<file path="src/stepper_trapezoid_step_timer_defines.svh">
// assertion macros for the stepper step timer
`ifndef STEPPER_TRAPEZOID_STEP_TIMER_DEFINES_SVH
`define STEPPER_TRAPEZOID_STEP_TIMER_DEFINES_SVH
`ifndef SYNTHESIS
`define STT_ASSERT_IMP(lbl, clk, rst, ante, cons) \
   lbl: assert property (@(posedge clk) disable iff (rst) (ante) |-> (cons)) \
      else $error("assertion failed");
`define STT_ASSERT_NEXT(lbl, clk, rst, ante, cons) \
   lbl: assert property (@(posedge clk) disable iff (rst) (ante) |=> (cons)) \
      else $error("assertion failed");
`else
`define STT_ASSERT_IMP(lbl, clk, rst, ante, cons)
`define STT_ASSERT_NEXT(lbl, clk, rst, ante, cons)
`endif
`endif

</file>
<file path="src/stt_pkg.sv">
// shared constants and types of the stepper step timer
package stt_pkg;
   localparam int TIMER_CLOCK_HZ = 1193180;
   localparam logic [13:0] MAX_STEPS = 14'd8192;
   localparam logic [13:0] RAMP_DEPTH = 14'd4096;
   localparam int RAMP_AW = 12;
   localparam logic [28:0] TIMER_DIVIDEND = 29'(TIMER_CLOCK_HZ * 256);
   localparam logic [15:0] PERIOD_MAX = 16'hFFFF;

   localparam logic [1:0] PH_ACCEL = 2'd0;
   localparam logic [1:0] PH_CRUISE = 2'd1;
   localparam logic [1:0] PH_DECEL = 2'd2;

   localparam logic [2:0] CSR_STEP_COUNT = 3'd0;
   localparam logic [2:0] CSR_INIT_SPEED = 3'd1;
   localparam logic [2:0] CSR_FINAL_SPEED = 3'd2;
   localparam logic [2:0] CSR_ACCEL = 3'd3;
   localparam logic [2:0] CSR_ROTATION = 3'd4;

   typedef struct packed {
      logic        start;
      logic        use_sqrt;
      logic [47:0] sq;
      logic [23:0] speed;
   } period_req_type;

   typedef struct packed {
      logic        done;
      logic [15:0] period;
      logic        sat;
   } period_res_type;
endpackage

</file>
<file path="src/stt_period.sv">
// iterative square root and division giving one step period
`include "stepper_trapezoid_step_timer_defines.svh"
module stt_period
   import stt_pkg::*;
(
   input  logic           clock,
   input  logic           reset,
   input  period_req_type req,
   output period_res_type res
);
   localparam logic [1:0] P_IDLE = 2'd0;
   localparam logic [1:0] P_SQRT = 2'd1;
   localparam logic [1:0] P_DIV  = 2'd2;

   logic [1:0]  st_ff;
   logic [4:0]  cnt_ff;
   logic [47:0] rad_ff;
   logic [25:0] rem_ff;
   logic [23:0] root_ff;
   logic [23:0] v_ff;
   logic [28:0] dvd_ff;
   logic [24:0] drem_ff;
   logic [28:0] q_ff;
   logic        done_ff;
   logic [15:0] period_ff;
   logic        sat_ff;

   logic [27:0] rem_in;
   logic [27:0] trial;
   logic [25:0] rem_step;
   logic [23:0] root_in;
   logic [25:0] drem_next;
   logic [24:0] drem_in;
   logic [28:0] q_in;

   always_comb begin
      rem_in = {rem_ff, rad_ff[47:46]};
      trial = {2'b00, root_ff, 2'b01};
      if (rem_in >= trial) begin
         rem_step = 26'(rem_in - trial);
         root_in = {root_ff[22:0], 1'b1};
      end else begin
         rem_step = rem_in[25:0];
         root_in = {root_ff[22:0], 1'b0};
      end
      drem_next = {drem_ff, dvd_ff[28]};
      if (drem_next >= {2'b00, v_ff}) begin
         drem_in = 25'(drem_next - {2'b00, v_ff});
         q_in = {q_ff[27:0], 1'b1};
      end else begin
         drem_in = drem_next[24:0];
         q_in = {q_ff[27:0], 1'b0};
      end
   end

   always_ff @(posedge clock) begin
      if (reset) begin
         st_ff <= P_IDLE;
         done_ff <= 1'b0;
      end else begin
         done_ff <= (st_ff == P_DIV) && (cnt_ff == 5'd0);
         case (st_ff)
            P_IDLE: begin
               if (req.start) begin
                  if (req.use_sqrt) begin
                     rad_ff <= req.sq;
                     rem_ff <= '0;
                     root_ff <= '0;
                     cnt_ff <= 5'd23;
                     st_ff <= P_SQRT;
                  end else begin
                     v_ff <= req.speed;
                     dvd_ff <= TIMER_DIVIDEND;
                     drem_ff <= '0;
                     q_ff <= '0;
                     cnt_ff <= 5'd28;
                     st_ff <= P_DIV;
                  end
               end
            end
            P_SQRT: begin
               rad_ff <= {rad_ff[45:0], 2'b00};
               rem_ff <= rem_step;
               root_ff <= root_in;
               if (cnt_ff == 5'd0) begin
                  v_ff <= root_in;
                  dvd_ff <= TIMER_DIVIDEND;
                  drem_ff <= '0;
                  q_ff <= '0;
                  cnt_ff <= 5'd28;
                  st_ff <= P_DIV;
               end else begin
                  cnt_ff <= cnt_ff - 5'd1;
               end
            end
            P_DIV: begin
               dvd_ff <= {dvd_ff[27:0], 1'b0};
               drem_ff <= drem_in;
               q_ff <= q_in;
               cnt_ff <= cnt_ff - 5'd1;
               if (cnt_ff == 5'd0) begin
                  if (v_ff == '0 || q_in[28:16] != '0) begin
                     period_ff <= PERIOD_MAX;
                     sat_ff <= 1'b1;
                  end else begin
                     period_ff <= q_in[15:0];
                     sat_ff <= 1'b0;
                  end
                  st_ff <= P_IDLE;
               end
            end
            default: st_ff <= P_IDLE;
         endcase
      end
   end

   assign res.done = done_ff;
   assign res.period = period_ff;
   assign res.sat = sat_ff;

   `STT_ASSERT_IMP(a_start_idle, clock, reset, req.start, st_ff == P_IDLE)
   `STT_ASSERT_NEXT(a_start_runs, clock, reset, req.start, st_ff != P_IDLE)
   `STT_ASSERT_IMP(a_done_idle, clock, reset, done_ff, st_ff == P_IDLE)
endmodule

</file>
<file path="config.mk">
export PLATFORM = sky130hd
export DESIGN_NAME = stt_period
export DESIGN_NICKNAME = d
export VERILOG_FILES = /design/src/stt_pkg.sv /design/src/stt_period.sv
export VERILOG_INCLUDE_DIRS = /design/src /design/src/src
export SDC_FILE = /design/constraint.sdc
export NUM_CORES = 1
export LEC_CHECK = 0
export BUFFER_PORTS_ARGS = -buffer_cell sky130_fd_sc_hd__buf_2
export CAP_MARGIN = 15
export CORE_MARGIN = 5
export CORE_UTILIZATION = 50
export CTS_BUF_LIST = sky130_fd_sc_hd__clkbuf_4
export DETAILED_ROUTE_END_ITERATION = 16
export GPL_TIMING_DRIVEN = 0
export PLACE_DENSITY = 0.74
export RECOVER_POWER = 25
export SETUP_SLACK_MARGIN = 0.02
export SYNTH_ARGS = -nofsm -noshare
export SYNTH_HDL_FRONTEND = slang
export SYNTH_SLANG_ARGS = --single-unit
</file>
<file path="constraint.sdc">
create_clock -name clock -period 8.4 [get_ports clock]
set_clock_uncertainty 0.2 [all_clocks]
set_input_delay 0.84 -clock clock [delete_from_list [all_inputs] [get_ports clock]]
set_output_delay 0.84 -clock clock [all_outputs]
set_load 0.02 [all_outputs]
</file>
==> impl_metrics.py <==
metrics = {
    "status": {
        "status": "finished clean",
    },
    "pwr": {
        "power.density_nw_per_um2": 290,
        "finalPower_w": 0.00394,
        "p_leak_nw": 5.33,
        "ir_worst_vdd_mv": 0.128,
    },
    "synthesis": {
        "yosysSeqAreaShare_pct": 55.7,
        "postSynthCellCount": 1041,
        "ys_ff_latch": 219,
        "synth-simple-area-share_pct": 14.6,
        "post_synth_fa_ha_maj_area_fraction_pct": 6.03,
        "synth_compound_area_share_pct": 12.7,
        "synth-xor-area-share_pct": 2.61,
        "ys.flop_type": "edfxtp_1",
        "yosysWarnings": 0,
        "synth_top_area_share_pct": 55.2,
        "synth_area_leaders": "edfxtp_1, ha_1, mux2_2",
        "muxShareOfSynthArea_pct": 4.49,
        "synth_cell_types": 67,
        "synth_top_family_by_area": "simple AND/OR/NAND/NOR gates",
        "synthArstFlopShare_pct": 0,
        "synth_fp_nets": 1173,
        "synth_edf_count": 216,
        "syn-cell-area_um2": 11800,
        "synth_area_per_cell_um2": 11.3,
        "synth_area_leader_cell": "edfxtp_1",
    },
    "cells_and_area": {
        "drive_gt1_share_pct": 21.0,
        "fin_nets": 1336,
        "seqCellArea_um2": 6550,
        "syn_to_final_growth_pct": 15.4,
        "fin_util_pct": 58.1,
        "final.fill_count": 1992,
        "multiInputGateArea_um2": 4780,
    },
    "cts": {
        "htreeDepth": 2,
        "cts_tree": "done",
        "cts_made_buffers": 57,
        "clock_path_buffers": 3,
        "cts.sinks": 219,
        "ctsHoldBuffers": 0,
        "clk_pin_slew_ps": 70,
        "postCtsSetupRepairBufs": 0,
        "root_buffer": "clkbuf_4",
        "insertion_delay_ps": 700,
        "ctsResizeCount": 0,
    },
    "drt": {
        "drt-initial-drc-count": 479,
        "vias_per_cell": 5.52,
        "dr.pass1.iters": 5,
        "drc": 0,
        "vias": 8670,
        "wire_per_inst_um": 17.1,
        "wirelength_um": 26800,
        "antenna_left": 0,
    },
    "critical_path": {
        "cp_top_family": "compound AO/OA/AOI/OAI gates",
        "r2r_cells": 13,
        "crit_path_max_fanout": 10,
        "crit_type": "register to register",
        "worst-endpoint-required_ps": 8560,
        "arrival_ps": 4030,
        "crit_chain": "inv_1 > ha_1 > inv_1 > fa_1 > a21oi_1 > o21ai_2 > a2111oi_2 > or4b_4 > a311o_1 > nand2_1 > buf_2 > nand2_1 > o22ai_1",
        "crit_slowest_cell": "a2111oi_2",
        "critPathLaunchType": "register",
        "r2r-end": "drem_ff[11]",
        "r2r-start": "dvd_ff[28]",
        "crit_buf_inv": 3,
        "r2r_setup_slack_ps": 4530,
        "cp-end-kind": "register",
        "crit_path_max_incr_delay_ps": 590,
    },
    "sta": {
        "drv_slew": 0,
        "slew_headroom_pct": 41.2,
        "hold_viol": 0,
        "min_period_ps": 3870,
        "fmax_mhz": 258,
        "fin_crit_sh_pct": 46.1,
        "worst_slew_pin_slew_ps": 878,
        "rsz0062_at_grt": "false",
        "setup_viol": 0,
    },
    "worst_hold_path": {
        "holdPathEnd": "v_ff[7]",
        "min_path_cells": 2,
        "hp-class": "input port to register",
        "worstHoldStart": "req[7]",
    },
    "floorplan": {
        "die_y_um": 163,
        "start_util_pct": 50.4,
        "rows": 56,
        "ios": 94,
        "dieArea_um2": 26700,
        "fp.dieW_um": 163,
        "core_area_um2": 23300,
    },
    "grt": {
        "grt_pass1_wl_um": 43600,
        "antenna_found_initial": 2,
        "grt_overflow": 0,
        "grt_pass1_vias": 8756,
        "grt_max_degree": 29,
        "grt_usage_pct": 20.2,
    },
    "place": {
        "post-dp-hpwl_um": 19600,
        "place.gp.congestion": 0.893,
        "port_buffers": 92,
    },
    "flow_run": {
        "maxCapViolCount": 0,
    },
}
==> metrics by stage <==
step / setup TNS, ps / std cells / setup slack (ps) / area [µm²] / hold WS, ps
6_report: 0 / 1571 / 4530 / 13600 / 226
5_1_grt: 0 / 1571 / 4320 / 13600 / 188
4_1_cts: 0 / 1569 / 4590 / 13600 / 177
3_5_place_dp: 0 / 1464 / 4640 / 12800 / 297
3_3_place_gp: -142320 / 1452 / -1410 / 12600 / 281
2_1_floorplan: 0 / 1041 / 1220 / 11800 / 277
==> worst reg2reg max path: stages (launching register included) <==
cell,delay [ps]
edfxtp_1,460
inv_1,90
ha_1,170
inv_1,60
fa_1,400
a21oi_1,240
o21ai_2,100
a2111oi_2,590
or4b_4,250
a311o_1,230
nand2_1,110
buf_2,210
nand2_1,270
o22ai_1,160
==> worst max path at each step <==
stage / end / cells after the start / from
after floorplan: drem_ff[0] / 7 / cnt_ff[0]
final: drem_ff[11] / 13 / dvd_ff[28]
after CTS: drem_ff[11] / 13 / dvd_ff[28]
after global placement: drem_ff[5] / 5 / req[72]
after detailed placement: drem_ff[11] / 13 / dvd_ff[28]
after global routing: drem_ff[11] / 13 / dvd_ff[28]
==> cells in the final DEF, fill, tap and decap left out, types with 17 or more instances in the layout <==
master / count
o21ai_0: 36
xnor2_1: 20
inv_1: 69
edfxtp_1: 216
and2_1: 25
clkbuf_4: 89
or2_2: 17
mux2_2: 46
nor2_1: 57
buf_2: 80
and2_0: 19
clkbuf_1: 49
ha_1: 55
a21oi_1: 71
a21o_1: 47
nand2_1: 103
nand3_1: 21
nand2b_1: 19
==> flip-flops by register name (all words and copies together), names as in the netlist <==
signal and count:
cnt_ff 5, done_ff 1, drem_ff 25, dvd_ff 19, period_ff 16, q_ff 28
rad_ff 48, rem_ff 26, root_ff 24, sat_ff 1, st_ff 2, v_ff 24
==> power by group <==
part           total, W  internal (W)  switching (W)
logic           0.00142      0.000558       0.000857
clock network  0.000930      0.000483       0.000447
registers       0.00159       0.00150      0.0000890
==> cells in the mapped netlist, drive strengths merged (5+ instances only) <==
cell and number:
o22ai 5, inv 69, nand2 103, a21oi 73
clkbuf 31, nor2b 7, o21bai 6, or3 7
nor2 57, edfxtp 216, nand4 15, nand2b 19
a21boi 5, nand3 21, ha 55, or2 17
a211oi 11, a21o 47, o21ai 38, nor3 16
xor2 15, a31oi 8, mux2 46, and2 45
and3 7, o31ai 5, nor4 10, buf 13
xnor2 20
==> layer usage <==
layer  share of wire (%)  global-route usage (%)  vias up
met5               0.041                       0        -
met3                 6.7                    4.74       66
met4                 2.2                    5.99        2
met1                  43                    26.6     4154
met2                  48                    33.7      261
li1                    -                       -     4187
==> logic make-up (layout without fill, tap and decap cells) <==
| group | after synthesis | after routing |
|---|---|---|
| compound gates | 231 | 231 |
| flops | 219 | 219 |
| xor+xnor | 35 | 35 |
| fa+ha+maj | 56 | 56 |
| mux | 47 | 47 |
| other cells | 0 | 2 |
| buf+inv | 113 | 322 |
| simple gates | 340 | 340 |
==> layout make-up <==
class	instances	area share, %
inverters	69	1.91
plain buffers	44	1.41
diodes	2	0.0369
clock inverters	16	0.535
well taps	319	2.94
multi-input cells	709	35.3
repair buffers	104	4.71
clock buffers	89	4.93
flip-flops and latches	219	48.3
(Power assumes the default switching activity.)
